**config.mk**
```make
export PLATFORM = sky130hd
export DESIGN_NAME = refcounted_open_file_table_core
export DESIGN_NICKNAME = d
export VERILOG_FILES = /design/src/sv/rft_pkg.sv /design/src/sv/rft_tables.sv /design/src/sv/refcounted_open_file_table_core.sv
export SDC_FILE = /design/constraint.sdc
export NUM_CORES = 1
export LEC_CHECK = 0
export CORE_MARGIN = 1
export CORE_UTILIZATION = 55
export DETAILED_ROUTE_END_ITERATION = 10
export DONT_BUFFER_PORTS = 1
export MAX_ROUTING_LAYER = met4
export PLACE_DENSITY = 0.7
export SYNTH_ARGS = -nofsm -noshare
export SYNTH_HDL_FRONTEND = slang
export SYNTH_SLANG_ARGS = --single-unit
```
**constraint.sdc**
```tcl
create_clock -name clk -period 6.4 [get_ports clk]
set_input_delay 0.96 -clock clk [delete_from_list [all_inputs] [get_ports clk]]
set_output_delay 0.96 -clock clk [all_outputs]
set_load 0.005 [all_outputs]
```
**src/sv/rft_pkg.sv**
```systemverilog
`default_nettype none

package rft_pkg;

    localparam int USER_W  = 3;
    localparam int INODE_W = 8;
    localparam int COUNT_W = 7;

    localparam logic [COUNT_W-1:0] COUNT_MAX = 7'd127;

    localparam logic KIND_OPEN  = 1'b0;
    localparam logic KIND_CLOSE = 1'b1;

    localparam logic [1:0] STAT_OK        = 2'd0;
    localparam logic [1:0] STAT_USER_FULL = 2'd1;
    localparam logic [1:0] STAT_SYS_FULL  = 2'd2;
    localparam logic [1:0] STAT_NOT_OPEN  = 2'd3;

    typedef struct packed {
        logic               kind;
        logic [USER_W-1:0]  user;
        logic [INODE_W-1:0] inode;
    } req_t;

    typedef struct packed {
        logic [1:0]         status;
        logic [3:0]         sys_index;
        logic [2:0]         user_slot;
        logic [COUNT_W-1:0] ref_count;
        logic [3:0]         user_open_count;
        logic [4:0]         sys_open_count;
    } rsp_t;

    typedef struct packed {
        logic               valid;
        logic [INODE_W-1:0] inode;
        logic [COUNT_W-1:0] count;
    } sys_ent_t;

endpackage

`default_nettype wire

```
**src/sv/rft_tables.sv**
```systemverilog
`default_nettype none

module rft_tables
    import rft_pkg::*;
#(
    parameter int UENT      = 64,
    parameter int SYS_SLOTS = 16,
    parameter int UADDR_W   = 6,
    parameter int SIDX_W    = 4
)(
    input  wire logic               clk,
    input  wire logic               rst_n,
    output logic                    ready,
    input  wire logic [UADDR_W-1:0] u_rd_addr,
    output logic                    u_rd_valid,
    output logic [SIDX_W-1:0]       u_rd_sidx,
    input  wire logic               u_wr_en,
    input  wire logic [UADDR_W-1:0] u_wr_addr,
    input  wire logic               u_wr_valid,
    input  wire logic [SIDX_W-1:0]  u_wr_sidx,
    input  wire logic [SIDX_W-1:0]  s_rd_addr,
    output sys_ent_t                s_rd_data,
    input  wire logic               s_wr_en,
    input  wire logic [SIDX_W-1:0]  s_wr_addr,
    input  wire sys_ent_t           s_wr_data
);

    localparam int CLR_N = (UENT > SYS_SLOTS) ? UENT : SYS_SLOTS;
    localparam int CLR_W = $clog2(CLR_N + 1);

    logic [CLR_W-1:0] clr_cnt_reg;
    logic             clearing;

    logic [SIDX_W:0]  u_mem [UENT];
    logic [SIDX_W:0]  u_rd_q;
    sys_ent_t         s_mem [SYS_SLOTS];
    sys_ent_t         s_rd_q;

    assign clearing = clr_cnt_reg < CLR_W'(CLR_N);
    assign ready    = !clearing;

    // one entry of each memory cleared per cycle after reset
    always_ff @(posedge clk or negedge rst_n)
    begin
        if (!rst_n)
        begin
            clr_cnt_reg <= '0;
        end
        else if (clearing)
        begin
            clr_cnt_reg <= clr_cnt_reg + 1'b1;
        end
    end

    always_ff @(posedge clk)
    begin
        if (clearing)
        begin
            if (clr_cnt_reg < CLR_W'(UENT))
            begin
                u_mem[UADDR_W'(clr_cnt_reg)] <= '0;
            end
        end
        else if (u_wr_en)
        begin
            u_mem[u_wr_addr] <= {u_wr_valid, u_wr_sidx};
        end
        u_rd_q <= u_mem[u_rd_addr];
    end

    always_ff @(posedge clk)
    begin
        if (clearing)
        begin
            if (clr_cnt_reg < CLR_W'(SYS_SLOTS))
            begin
                s_mem[SIDX_W'(clr_cnt_reg)] <= '0;
            end
        end
        else if (s_wr_en)
        begin
            s_mem[s_wr_addr] <= s_wr_data;
        end
        s_rd_q <= s_mem[s_rd_addr];
    end

    assign u_rd_valid = u_rd_q[SIDX_W];
    assign u_rd_sidx  = u_rd_q[SIDX_W-1:0];
    assign s_rd_data  = s_rd_q;

endmodule

`default_nettype wire

```
**src/sv/refcounted_open_file_table_core.sv**
```systemverilog
// open: a scan of the user's slots, then a scan of the system table, then done
// close: the user slot scan alone; open with the user table full: the user slot scan alone
// a request from an absent user: done follows in the cycle after start
// one item at a time; the rate is set by the slot scan, one memory read per cycle
// after reset busy stays high through a clearing pass over every entry of both tables
// and until the core then enters idle; done pulses, the receiver cannot stall
`default_nettype none

module refcounted_open_file_table_core
    import rft_pkg::*;
#(
    parameter int USERS      = 8,
    parameter int USER_SLOTS = 8,
    parameter int SYS_SLOTS  = 16,
    parameter int INODES     = 256
)(
    input  wire logic clk,
    input  wire logic rst_n,
    input  wire logic start,
    output logic      busy,
    input  wire req_t req,
    output logic      done,
    output rsp_t      rsp
);

    localparam int UENT    = USERS * USER_SLOTS;
    localparam int UADDR_W = (UENT > 1) ? $clog2(UENT) : 1;
    localparam int SIDX_W  = (SYS_SLOTS > 1) ? $clog2(SYS_SLOTS) : 1;
    localparam int SLOT_W  = (USER_SLOTS > 1) ? $clog2(USER_SLOTS) : 1;
    localparam int UCNT_W  = $clog2(USER_SLOTS + 1);
    localparam int SCNT_W  = $clog2(SYS_SLOTS + 1);
    localparam int MAXN    = (USER_SLOTS > SYS_SLOTS) ? USER_SLOTS : SYS_SLOTS;
    localparam int ISS_W   = $clog2(MAXN + 1);

    localparam logic [6:0]  USERS_V  = 7'(USERS);
    localparam logic [16:0] INODES_V = 17'(INODES);

    localparam logic [1:0] ST_INIT  = 2'd0;
    localparam logic [1:0] ST_IDLE  = 2'd1;
    localparam logic [1:0] ST_USCAN = 2'd2;
    localparam logic [1:0] ST_SSCAN = 2'd3;

    logic [1:0]         state_reg, state_next;
    logic               kind_reg, kind_next;
    logic [INODE_W-1:0] inode_reg, inode_next;
    logic [UADDR_W-1:0] ubase_reg, ubase_next;
    logic [ISS_W-1:0]   iss_reg, iss_next;
    logic               p1_vld_reg, p1_vld_next;
    logic [ISS_W-1:0]   p1_idx_reg, p1_idx_next;
    logic               p2_vld_reg, p2_vld_next;
    logic [SLOT_W-1:0]  p2_slot_reg, p2_slot_next;
    logic               p2_uvalid_reg, p2_uvalid_next;
    logic [UCNT_W-1:0]  vcnt_reg, vcnt_next;
    logic               ufree_reg, ufree_next;
    logic [SLOT_W-1:0]  ufree_slot_reg, ufree_slot_next;
    logic               hit_reg, hit_next;
    logic [SLOT_W-1:0]  hit_slot_reg, hit_slot_next;
    logic [SIDX_W-1:0]  hit_e_reg, hit_e_next;
    logic [COUNT_W-1:0] hit_cnt_reg, hit_cnt_next;
    logic               smatch_reg, smatch_next;
    logic [SIDX_W-1:0]  smatch_idx_reg, smatch_idx_next;
    logic [COUNT_W-1:0] smatch_cnt_reg, smatch_cnt_next;
    logic               sfree_reg, sfree_next;
    logic [SIDX_W-1:0]  sfree_idx_reg, sfree_idx_next;
    logic [SCNT_W-1:0]  scnt_reg, scnt_next;
    logic               done_reg, done_next;
    rsp_t               rsp_reg, rsp_next;

    // entry index that the close lookup read in the previous cycle
    logic [SIDX_W-1:0]  s_rd_addr_q;

    logic               tbl_ready;
    logic [UADDR_W-1:0] u_rd_addr;
    logic               u_rd_valid;
    logic [SIDX_W-1:0]  u_rd_sidx;
    logic               u_wr_en;
    logic [UADDR_W-1:0] u_wr_addr;
    logic               u_wr_valid;
    logic [SIDX_W-1:0]  u_wr_sidx;
    logic [SIDX_W-1:0]  s_rd_addr;
    sys_ent_t           s_rd_data;
    logic               s_wr_en;
    logic [SIDX_W-1:0]  s_wr_addr;
    sys_ent_t           s_wr_data;

    logic               ino_ok;
    logic               iss_more;
    logic [ISS_W-1:0]   iss_lim;

    rft_tables #(
        .UENT      (UENT),
        .SYS_SLOTS (SYS_SLOTS),
        .UADDR_W   (UADDR_W),
        .SIDX_W    (SIDX_W)
    ) u_tables (
        .clk        (clk),
        .rst_n      (rst_n),
        .ready      (tbl_ready),
        .u_rd_addr  (u_rd_addr),
        .u_rd_valid (u_rd_valid),
        .u_rd_sidx  (u_rd_sidx),
        .u_wr_en    (u_wr_en),
        .u_wr_addr  (u_wr_addr),
        .u_wr_valid (u_wr_valid),
        .u_wr_sidx  (u_wr_sidx),
        .s_rd_addr  (s_rd_addr),
        .s_rd_data  (s_rd_data),
        .s_wr_en    (s_wr_en),
        .s_wr_addr  (s_wr_addr),
        .s_wr_data  (s_wr_data)
    );

    assign ino_ok   = {9'd0, inode_reg} < INODES_V;
    assign iss_lim  = (state_reg == ST_SSCAN) ? ISS_W'(SYS_SLOTS) : ISS_W'(USER_SLOTS);
    assign iss_more = iss_reg < iss_lim;

    assign u_rd_addr = ubase_reg + UADDR_W'(iss_reg);
    // user scan on close looks up the entry each slot points at
    assign s_rd_addr = (state_reg == ST_SSCAN) ? SIDX_W'(iss_reg) : u_rd_sidx;

    always_comb
    begin
        logic [COUNT_W-1:0] new_cnt;
        logic [SIDX_W-1:0]  tgt_idx;

        new_cnt         = '0;
        tgt_idx         = '0;
        state_next      = state_reg;
        kind_next       = kind_reg;
        inode_next      = inode_reg;
        ubase_next      = ubase_reg;
        iss_next        = iss_reg;
        p1_vld_next     = 1'b0;
        p1_idx_next     = iss_reg;
        p2_vld_next     = 1'b0;
        p2_slot_next    = SLOT_W'(p1_idx_reg);
        p2_uvalid_next  = u_rd_valid;
        vcnt_next       = vcnt_reg;
        ufree_next      = ufree_reg;
        ufree_slot_next = ufree_slot_reg;
        hit_next        = hit_reg;
        hit_slot_next   = hit_slot_reg;
        hit_e_next      = hit_e_reg;
        hit_cnt_next    = hit_cnt_reg;
        smatch_next     = smatch_reg;
        smatch_idx_next = smatch_idx_reg;
        smatch_cnt_next = smatch_cnt_reg;
        sfree_next      = sfree_reg;
        sfree_idx_next  = sfree_idx_reg;
        scnt_next       = scnt_reg;
        done_next       = 1'b0;
        rsp_next        = rsp_reg;
        u_wr_en         = 1'b0;
        u_wr_addr       = ubase_reg;
        u_wr_valid      = 1'b0;
        u_wr_sidx       = '0;
        s_wr_en         = 1'b0;
        s_wr_addr       = '0;
        s_wr_data       = '0;

        case (state_reg)
            ST_INIT:
            begin
                if (tbl_ready)
                begin
                    state_next = ST_IDLE;
                end
            end

            ST_IDLE:
            begin
                if (start)
                begin
                    kind_next   = req.kind;
                    inode_next  = req.inode;
                    ubase_next  = UADDR_W'(req.user) * UADDR_W'(USER_SLOTS);
                    iss_next    = '0;
                    vcnt_next   = '0;
                    ufree_next  = 1'b0;
                    hit_next    = 1'b0;
                    smatch_next = 1'b0;
                    sfree_next  = 1'b0;
                    if ({4'd0, req.user} < USERS_V)
                    begin
                        state_next = ST_USCAN;
                    end
                    else
                    begin
                        // user without a table
                        done_next                = 1'b1;
                        rsp_next.status          = (req.kind == KIND_OPEN) ?
                                                   STAT_USER_FULL : STAT_NOT_OPEN;
                        rsp_next.sys_index       = '0;
                        rsp_next.user_slot       = '0;
                        rsp_next.ref_count       = '0;
                        rsp_next.user_open_count = '0;
                        rsp_next.sys_open_count  = 5'(scnt_reg);
                    end
                end
            end

            ST_USCAN:
            begin
                if (iss_more)
                begin
                    p1_vld_next = 1'b1;
                    iss_next    = iss_reg + 1'b1;
                end
                if (p1_vld_reg)
                begin
                    if (kind_reg == KIND_OPEN)
                    begin
                        vcnt_next = vcnt_reg + UCNT_W'(u_rd_valid);
                        if (!u_rd_valid && !ufree_reg)
                        begin
                            ufree_next      = 1'b1;
                            ufree_slot_next = SLOT_W'(p1_idx_reg);
                        end
                    end
                    else
                    begin
                        p2_vld_next = 1'b1;
                    end
                end
                if (p2_vld_reg)
                begin
                    vcnt_next = vcnt_reg + UCNT_W'(p2_uvalid_reg);
                    if (p2_uvalid_reg && s_rd_data.valid && s_rd_data.inode == inode_reg &&
                        ino_ok && !hit_reg)
                    begin
                        hit_next      = 1'b1;
                        hit_slot_next = p2_slot_reg;
                        hit_e_next    = SIDX_W'(s_rd_addr_q);
                        hit_cnt_next  = s_rd_data.count;
                    end
                end
                if (!iss_more && !p1_vld_reg && !p2_vld_reg)
                begin
                    rsp_next.sys_index       = '0;
                    rsp_next.user_slot       = '0;
                    rsp_next.ref_count       = '0;
                    rsp_next.user_open_count = 4'(vcnt_reg);
                    rsp_next.sys_open_count  = 5'(scnt_reg);
                    if (kind_reg == KIND_OPEN)
                    begin
                        if (!ufree_reg)
                        begin
                            done_next       = 1'b1;
                            state_next      = ST_IDLE;
                            rsp_next.status = STAT_USER_FULL;
                        end
                        else if (!ino_ok)
                        begin
                            done_next       = 1'b1;
                            state_next      = ST_IDLE;
                            rsp_next.status = STAT_SYS_FULL;
                        end
                        else
                        begin
                            iss_next   = '0;
                            state_next = ST_SSCAN;
                        end
                    end
                    else
                    begin
                        done_next  = 1'b1;
                        state_next = ST_IDLE;
                        if (hit_reg)
                        begin
                            new_cnt    = (hit_cnt_reg != '0) ? hit_cnt_reg - 1'b1 : '0;
                            u_wr_en    = 1'b1;
                            u_wr_addr  = ubase_reg + UADDR_W'(hit_slot_reg);
                            s_wr_en    = 1'b1;
                            s_wr_addr  = hit_e_reg;
                            if (new_cnt == '0)
                            begin
                                s_wr_data = '0;
                                scnt_next = scnt_reg - 1'b1;
                            end
                            else
                            begin
                                s_wr_data.valid = 1'b1;
                                s_wr_data.inode = inode_reg;
                                s_wr_data.count = new_cnt;
                            end
                            rsp_next.status          = STAT_OK;
                            rsp_next.sys_index       = 4'(hit_e_reg);
                            rsp_next.user_slot       = 3'(hit_slot_reg);
                            rsp_next.ref_count       = new_cnt;
                            rsp_next.user_open_count = 4'(vcnt_reg - 1'b1);
                            rsp_next.sys_open_count  = 5'(scnt_next);
                        end
                        else
                        begin
                            rsp_next.status = STAT_NOT_OPEN;
                        end
                    end
                end
            end

            ST_SSCAN:
            begin
                if (iss_more)
                begin
                    p1_vld_next = 1'b1;
                    iss_next    = iss_reg + 1'b1;
                end
                if (p1_vld_reg)
                begin
                    if (s_rd_data.valid && s_rd_data.inode == inode_reg && !smatch_reg)
                    begin
                        smatch_next     = 1'b1;
                        smatch_idx_next = SIDX_W'(p1_idx_reg);
                        smatch_cnt_next = s_rd_data.count;
                    end
                    if (!s_rd_data.valid && !sfree_reg)
                    begin
                        sfree_next     = 1'b1;
                        sfree_idx_next = SIDX_W'(p1_idx_reg);
                    end
                end
                if (!iss_more && !p1_vld_reg)
                begin
                    done_next                = 1'b1;
                    state_next               = ST_IDLE;
                    rsp_next.status          = STAT_SYS_FULL;
                    rsp_next.sys_index       = '0;
                    rsp_next.user_slot       = '0;
                    rsp_next.ref_count       = '0;
                    rsp_next.user_open_count = 4'(vcnt_reg);
                    rsp_next.sys_open_count  = 5'(scnt_reg);
                    if (smatch_reg || sfree_reg)
                    begin
                        if (smatch_reg)
                        begin
                            tgt_idx = smatch_idx_reg;
                            new_cnt = (smatch_cnt_reg < COUNT_MAX) ?
                                      smatch_cnt_reg + 1'b1 : smatch_cnt_reg;
                        end
                        else
                        begin
                            tgt_idx   = sfree_idx_reg;
                            new_cnt   = COUNT_W'(1);
                            scnt_next = scnt_reg + 1'b1;
                        end
                        s_wr_en         = 1'b1;
                        s_wr_addr       = tgt_idx;
                        s_wr_data.valid = 1'b1;
                        s_wr_data.inode = inode_reg;
                        s_wr_data.count = new_cnt;
                        u_wr_en         = 1'b1;
                        u_wr_addr       = ubase_reg + UADDR_W'(ufree_slot_reg);
                        u_wr_valid      = 1'b1;
                        u_wr_sidx       = tgt_idx;
                        rsp_next.status          = STAT_OK;
                        rsp_next.sys_index       = 4'(tgt_idx);
                        rsp_next.user_slot       = 3'(ufree_slot_reg);
                        rsp_next.ref_count       = new_cnt;
                        rsp_next.user_open_count = 4'(vcnt_reg + 1'b1);
                        rsp_next.sys_open_count  = 5'(scnt_next);
                    end
                end
            end

            default:
            begin
                state_next = ST_INIT;
            end
        endcase
    end

    always_ff @(posedge clk)
    begin
        s_rd_addr_q    <= s_rd_addr;
        kind_reg       <= kind_next;
        inode_reg      <= inode_next;
        ubase_reg      <= ubase_next;
        p1_idx_reg     <= p1_idx_next;
        p2_slot_reg    <= p2_slot_next;
        p2_uvalid_reg  <= p2_uvalid_next;
        ufree_slot_reg <= ufree_slot_next;
        hit_slot_reg   <= hit_slot_next;
        hit_e_reg      <= hit_e_next;
        hit_cnt_reg    <= hit_cnt_next;
        smatch_idx_reg <= smatch_idx_next;
        smatch_cnt_reg <= smatch_cnt_next;
        sfree_idx_reg  <= sfree_idx_next;
        rsp_reg        <= rsp_next;
    end

    always_ff @(posedge clk or negedge rst_n)
    begin
        if (!rst_n)
        begin
            state_reg  <= ST_INIT;
            iss_reg    <= '0;
            p1_vld_reg <= 1'b0;
            p2_vld_reg <= 1'b0;
            vcnt_reg   <= '0;
            ufree_reg  <= 1'b0;
            hit_reg    <= 1'b0;
            smatch_reg <= 1'b0;
            sfree_reg  <= 1'b0;
            scnt_reg   <= '0;
            done_reg   <= 1'b0;
        end
        else
        begin
            state_reg  <= state_next;
            iss_reg    <= iss_next;
            p1_vld_reg <= p1_vld_next;
            p2_vld_reg <= p2_vld_next;
            vcnt_reg   <= vcnt_next;
            ufree_reg  <= ufree_next;
            hit_reg    <= hit_next;
            smatch_reg <= smatch_next;
            sfree_reg  <= sfree_next;
            scnt_reg   <= scnt_next;
            done_reg   <= done_next;
        end
    end

    assign busy = (state_reg != ST_IDLE);
    assign done = done_reg;
    assign rsp  = rsp_reg;

endmodule

`default_nettype wire
```
* Yosys cells after proc, flatten, opt, wreduce, memory -nomap -nowiden *
Memories as Yosys holds them, arrays and structs flattened. A register that Yosys moved wholly into a read port is not among the register bits.
Index checks and enable logic that the tools add are counted.
W data, S select, Z words.

word-level totals
  register bits = 111
  bits in latches = 0
  RAM bits = 576
  memory bits (read-only) = 0
  bits of input ports = 15
  output and inout bits = 27
  word-level logic and storage cells = 225
  memories = 2

operators by class
  add/sub/neg operators = 13
  multiply operators = 0
  div/mod/pow operators = 0
  magnitude comparators = 4
  equality and inequality tests = 23
  shift operators = 0
  muxes and demuxes = 106
  bitwise operators = 1
  reduce and logical (&&, ||, !) cells = 44

memory list
  name            depth  bits a word  read ports  clocked after memory_dff  write ports  RTL line          text
  u_tables.u_mem  64     5            1           1                         1            rft_tables.sv:34  logic [SIDX_W:0] u_mem [UENT];
  u_tables.s_mem  16     16           1           1                         1            rft_tables.sv:36  sys_ent_t s_mem [SYS_SLOTS];

operator list
  cell                   number
  $mux W16               7
  $mux W25               3
  $mux W5                14
  $mux W4                13
  $pmux W25 S2           1
  $mux W23               2
  $mux W6                6
  $mux W1                35
  $pmux W16 S2           1
  $reduce_and A4 Y1      7
  $ne A2 B2 Y1 const B   11
  $mux W7                3
  $mux W2                9
  $pmux W4 S2            2
  $reduce_or A16 Y1      1
  $pmux W5 S3            1
  $add A7 B1 Y7 const B  2
  $lt A7 B7 Y1 const B   2
  $add A6 B3 Y6          2
  $pmux W1 S2            6
  $pmux W6 S2            1
  $reduce_and A3 Y1      4
  $add A5 B1 Y5 const B  2
  $ne A2 B1 Y1 const B   5
  other kinds (28)       51

* Depth between registers and ports, before layout *
  depth in word-level cells = 13
  depth in mapped cells = 13
  depth with buffers taken out = 9

* Modules after synthesis *
From an unflattened synthesis, not the netlist that was laid out.

unflattened totals
  cell total of the unflattened synthesis = 1535
  area total of the unflattened synthesis = 28391.0 um^2

by module, submodules not included
  module                           instances  cells each  area an instance (um^2)  seq. area each (um^2)
  rft_tables                       1          1101        23408.7                  17892.2
  refcounted_open_file_table_core  1          434         4982.3                   2887.8

* Worst setup path after synthesis *
OpenSTA, ideal clock, no wires.

  kind = reg2reg
  from = register state_reg[0]
  to = memory u_tables.s_mem[0][10] (netlist name) (data pin)
  setup time = 0.282 ns
  data arrival time = 4.440 ns
  data required time = 6.118 ns
  path slack = 1.678 ns
  stages on the path, launching flop included = 11
  path buffers = 2
  period minus slack after synthesis = 4.722 ns
  cells stage by stage = dfrtp_1 > ha_1 > buf_6 > inv_1 > clkbuf_1 > ha_1 > o21ba_2 > nand3_1 > nor2_1 > a21oi_1 > nor2b_1

on the way
  longest elaborated chain between the ends = 13
  elaborated cells on any way between the ends = 18
  classes of those cells = order compare: 1; eq/ne: 2; mux: 11; reduce/logical: 4

ends and longest elaborated chain
  element                             RTL line                                                                        text
  start, declared                     refcounted_open_file_table_core.sv:43                                           logic [1:0] state_reg, state_next;
  start signal, assigned              refcounted_open_file_table_core.sv:409                                          state_reg <= state_next;
  $eq A2 B2 Y1 (*)                    refcounted_open_file_table_core.sv:114                                          assign iss_lim = (state_reg == ST_SSCAN) ? ISS_W'(SYS_SLOTS) : ISS_W'(USER_SLOTS);
  $mux W5 (*)                         refcounted_open_file_table_core.sv:114
  via iss_lim[4]                      refcounted_open_file_table_core.sv:88                                           logic [ISS_W-1:0] iss_lim;
  $lt A5 B5 Y1 (*)                    refcounted_open_file_table_core.sv:115                                          assign iss_more = iss_reg < iss_lim;
  $logic_not A1 Y1 (*)                refcounted_open_file_table_core.sv:237, refcounted_open_file_table_core.sv:322
  $logic_and A1 B1 Y1 (*)             refcounted_open_file_table_core.sv:237, refcounted_open_file_table_core.sv:322
  $logic_and A1 B1 Y1                 refcounted_open_file_table_core.sv:237                                          if (!iss_more && !p1_vld_reg && !p2_vld_reg)
  $mux W1                             refcounted_open_file_table_core.sv:237
  $pmux W1 S2                         refcounted_open_file_table_core.sv:161                                          case (state_reg)
  $mux W1                             rft_tables.sv:80                                                                else if (s_wr_en)
  $mux W1                             rft_tables.sv:73                                                                if (clearing)
  $mux W1 (implied by the code)       rft_tables.sv:82                                                                s_mem[s_wr_addr] <= s_wr_data;
  $reduce_or A16 Y1 (no source line)  --
  $mux W16 (no source line) (*)       --
  end, declared                       rft_tables.sv:36

Mark *: on every way through the listed nets, which the timed path passes. The rest lies on a longest branch.

* Worst setup path after layout *
  from = register state_reg[0]
  to = memory u_tables.s_mem[7][14] (netlist name) (enable)

on the way
  longest elaborated chain between the ends = 13
  elaborated cells on any way between the ends = 19
  classes of those cells = order compare: 1; eq/ne: 2; mux: 12; reduce/logical: 4

ends and longest elaborated chain
  element                                                     RTL line
  $eq A2 B2 Y1 (*)                                            refcounted_open_file_table_core.sv:114
  $mux W5 (*)                                                 refcounted_open_file_table_core.sv:114
  via iss_lim[4]                                              refcounted_open_file_table_core.sv:88
  $lt A5 B5 Y1 (*)                                            refcounted_open_file_table_core.sv:115
  $logic_not A1 Y1 (*)                                        refcounted_open_file_table_core.sv:237, refcounted_open_file_table_core.sv:322
  $logic_and A1 B1 Y1 (*)                                     refcounted_open_file_table_core.sv:237, refcounted_open_file_table_core.sv:322
  $logic_and A1 B1 Y1                                         refcounted_open_file_table_core.sv:237
  $mux W1                                                     refcounted_open_file_table_core.sv:237
  $pmux W1 S2                                                 refcounted_open_file_table_core.sv:161
  $mux W1                                                     rft_tables.sv:80
  $mux W1                                                     rft_tables.sv:73
  $mux W1 (implied by the code)                               rft_tables.sv:82
  $reduce_or A16 Y1 (no source line)                          --
  $mux W4 (no source line) / $mux W1 (equally long branches)  --

Marked as above.

==> flow_results.org <==
** STA
- Minimum hold slack :: between 0.03 and 0.04 ns
- Final setup violation count :: 0
- Unrepaired setup endpoints after global routing :: false
- Ratio of final minimum period to clock period :: around 73%
- On the final layout, the worst clock skew is between 0.03 and 0.04 ns.
- Slew margin rel. :: between 10% and 20%
- At the pin with the least slew margin, the transition time is ~1.2 ns.
- The final number of max-transition violations came to 0.
- Minimum clock period :: approximately 4.7 ns
- Timing would allow up to approximately 210 MHz.
- Hold Fails Final Rpt :: 0
- For the final routed database, the setup TNS stands at 0 ns.

** Place
- HPWL reported at the end of detailed placement :: approximately 39000 um
- The congestion estimate from routability-driven global placement came to about 0.9.
- During placement, the flow inserted port buffers numbering 0.

** Detailed routing
- Dividing the detail-routed wire length by the instance count gives 23.94 um.
- Count of unresolved DRC violations after routing :: 0
- Across all layers, the routed design uses around 17000 vias.
- Antenna viol nets, final :: 0
- The detailed router finished its first iteration with ~1700 violations.
- Detailed Route WL :: roughly 64000 um
- Dividing the detail-routed via count by the number of cells gives ~6.2.
- The first detailed-routing pass took 5 iterations.

** Clocking
- Number of CTS-inserted buffers :: 72
- Cell at the root of the clock tree :: sky130_fd_sc_hd__clkbuf_16
- The clock reaches the later pin of the worst-skew pair after between 0.6 and 0.7 ns.
- Hold buffer count at cts :: 0
- Clock tree buffer depth :: 3
- Clock-pin slew on the worst setup and hold paths :: roughly 0.060 ns
- Clock tree from TritonCTS :: yes
- Number of sinks handled by clock tree synthesis :: roughly 710
- The number of setup buffers added after CTS is 0.
- Gates resized during post-CTS repair numbered 0.
- The H-tree was split into 3 levels.

** Die
- Cell Rows :: 83
- DIE AREA :: 0.05320 mm^2
- The die is 230.6 um wide.
- 42 I/O pins were placed.
- Once the floorplan was initialized, standard cells occupied between 50% and 60% of the core.
- The floorplan step defined a core boundary enclosing 0.05151 mm^2.
- Measured along the y axis, the die boundary spans around 230 um.

** Synth
- A synthesized cell averages ~15 um^2.
- Leading cell types by count after synthesis :: sky130_fd_sc_hd__edfxtp_1, sky130_fd_sc_hd__nand2_1, sky130_fd_sc_hd__nand3_1, sky130_fd_sc_hd__nor2_1, sky130_fd_sc_hd__mux4_2
- The number of nets handed over by synthesis was about 2000.
- Seq/Total Area, Yosys :: 72.27%
- Counting flops with an async set or reset pin after synthesis yields a share of around 4.2%.
- Cell types occupying the most area after synthesis :: sky130_fd_sc_hd__edfxtp_1, sky130_fd_sc_hd__mux4_2, sky130_fd_sc_hd__nand2_1, sky130_fd_sc_hd__nand3_1, sky130_fd_sc_hd__dfrtp_1
- For this run, the number of Yosys warnings is 0.
- In this run the cell area of the synthesized design comes to approximately 0.029 mm^2.
- By instance count, the leading cell after synthesis is sky130_fd_sc_hd__edfxtp_1.
- Area fraction of the dominant cell type after synthesis :: between 60% and 70%
- Count of flip-flops with a built-in enable after synthesis :: around 650
- Synthesis produced a netlist whose cell count is just under 2000.
- Number of synthesized register bits :: just over 700
- In this run, distinct cell masters in the synthesized netlist total 75.
- Commonest register cell after synthesis :: sky130_fd_sc_hd__edfxtp_1
- Area leader, netlist :: sky130_fd_sc_hd__edfxtp_1

** Critical path
- Worst endpoint data arrival time :: roughly 5 ns
- Maximum fanout along the worst path :: 26
- Startpoint type of the worst setup path :: flop
- Across all register-to-register paths, the minimum setup slack is around 1.7 ns.
- Data on the critical path is required at its endpoint by 6.63 ns.
- Critical path type :: reg2reg
- The worst setup path is captured at a flop.

** Run
- Total of max-cap violations :: 0

** Power
- Leakage component of the power :: between 9 and 10 nW
- Maximum vdd ir drop :: 0.2742 mV
- Pwr per Cell Area :: between 200 and 300 mW/mm^2

** Run status
- Run status :: finished, final reports clean

** Min path
- Min-delay worst type :: in2async

** GRT
- Entering global routing, the biggest net connects 67 pins.
- The total overflow left after global routing is 0.
- Vias in the first global route :: 16530
- GR Util All Layers :: 25.49%
- The initial antenna violation count came to 0.
- Global-route wire length before repair :: 98630 um

** Final layout
- Compared with the post-synthesis result, the final layout area differs by 10.63%.
- For this run, the post-layout net count is about 2000.
- Number of inserted diodes :: 0
- Layout cell share with drive strength beyond 1 :: 13.48%
- Max FFs per register :: 320
layout make-up:
type,instances,area [um^2]
multi-input combinational,1110,7526
timing repair buffer,27,202.7
clock inverter,36,430.4
clock buffer,91,1926
tap,680,850.8
sequential,708,20790
inverter,23,87.58
fill,3745,19700
layout by cell type, fill, tap and decap left out, types with 13 or more instances in the layout:
| master | netlist | routed |
|---|---|---|
| sky130_fd_sc_hd__edfxtp_1 | 645 | 645 |
| sky130_fd_sc_hd__nand2_1 | 334 | 334 |
| sky130_fd_sc_hd__nand3_1 | 165 | 165 |
| sky130_fd_sc_hd__nor2_1 | 126 | 106 |
| sky130_fd_sc_hd__mux4_2 | 76 | 76 |
| sky130_fd_sc_hd__clkbuf_16 | 0 | 74 |
| sky130_fd_sc_hd__o21ai_0 | 34 | 34 |
| sky130_fd_sc_hd__dfxtp_1 | 33 | 33 |
| sky130_fd_sc_hd__a311oi_1 | 32 | 32 |
| sky130_fd_sc_hd__a21oi_1 | 31 | 28 |
| sky130_fd_sc_hd__dfrtp_1 | 30 | 28 |
| sky130_fd_sc_hd__buf_4 | 8 | 27 |
| sky130_fd_sc_hd__and3_1 | 26 | 26 |
| sky130_fd_sc_hd__xnor2_1 | 22 | 22 |
| sky130_fd_sc_hd__inv_1 | 22 | 20 |
| sky130_fd_sc_hd__a22oi_1 | 20 | 20 |
| sky130_fd_sc_hd__a31oi_1 | 20 | 20 |
| sky130_fd_sc_hd__nor2b_1 | 19 | 19 |
| sky130_fd_sc_hd__ha_1 | 18 | 18 |
| sky130_fd_sc_hd__mux2i_1 | 20 | 16 |
| sky130_fd_sc_hd__nor2_2 | 0 | 16 |
| sky130_fd_sc_hd__clkbuf_1 | 58 | 16 |
| sky130_fd_sc_hd__clkinv_2 | 0 | 15 |
| sky130_fd_sc_hd__nor3_1 | 15 | 14 |
| sky130_fd_sc_hd__nand2b_1 | 13 | 13 |
where the power goes:
group           total, W  internal, W  switching (W)  leakage, nW
clock            0.00421      0.00247        0.00174         1.16
combinational  0.0000229    0.0000135     0.00000938         2.98
sequential       0.00498      0.00497     0.00000651         5.27
total            0.00921      0.00745        0.00176         9.40
cell families (layout without fill, tap and decap cells):
kind of cell | after synthesis | in the layout | share of synthesized area (%)
mux | 109 | 109 | 7.167
simple gates | 751 | 751 | 11.72
xor+xnor | 31 | 31 | 0.9443
buf+inv | 133 | 177 | 2.080
compound gates | 200 | 200 | 4.965
flops | 708 | 708 | 72.27
fa+ha+maj | 19 | 19 | 0.8529
per-stage QoR:
| step | std cells | total power, W | utilization [%] | setup slack [ns] | instance area [um^2] |
|---|---|---|---|---|---|
| 2_1_floorplan | 1951 | 0.005097 | - | 1.678 | 28750 |
| 3_3_place_gp | 2548 | 0.005100 | 57.18 | 1.964 | 29450 |
| 3_5_place_dp | 2548 | 0.005101 | 57.18 | 1.796 | 29450 |
| 4_1_cts | 2675 | 0.009253 | 61.76 | 1.744 | 31810 |
| 5_1_grt | 2675 | 0.009434 | 61.76 | 1.396 | 31810 |
| 6_report | 2675 | 0.009210 | 61.76 | 1.744 | 31810 |
worst max-delay path, cell delays in order, from the launching register on:
cell                       delay, ns
sky130_fd_sc_hd__dfrtp_1        0.42
sky130_fd_sc_hd__ha_1           0.18
sky130_fd_sc_hd__buf_4          0.35
sky130_fd_sc_hd__inv_1          0.36
sky130_fd_sc_hd__ha_1           0.40
sky130_fd_sc_hd__o21ba_2        0.22
sky130_fd_sc_hd__o2111a_1       0.76
sky130_fd_sc_hd__o32ai_1        0.27
sky130_fd_sc_hd__nor2_1         0.21
sky130_fd_sc_hd__nand2_1        0.17
sky130_fd_sc_hd__nor2_2         0.90
worst paths after layout:
check,to,from,depth (start not counted)
worst min-delay path,scnt_reg[2]$_DFFE_PN0P_,rst_n,0
max in group asynchronous,u_tables.clr_cnt_reg[3]$_DFFE_PN0N_,rst_n,0
min in group clk,p2_uvalid_reg$_DFF_P_,u_tables.u_rd_q[4]$_DFF_P_,0
worst max-delay path,u_tables.s_mem[7][14]$_DFFE_PP_,state_reg[0]$_DFFE_PN0P_,10
worst max register to register,u_tables.s_mem[7][14]$_DFFE_PP_,state_reg[0]$_DFFE_PN0P_,10
worst min register to register,p2_uvalid_reg$_DFF_P_,u_tables.u_rd_q[4]$_DFF_P_,0
per-layer routing:
metal | wire, um | share of wire (%) | GRT usage, %
met1 | 26530 | 41 | 34.63
met2 | 30630 | 48 | 38.78
met3 | 4903 | 7.7 | 4.434
met4 | 1993 | 3.1 | 9.810
met5 | 0 | 0 | -
Note: power is estimated with default switching activity, not from simulation.
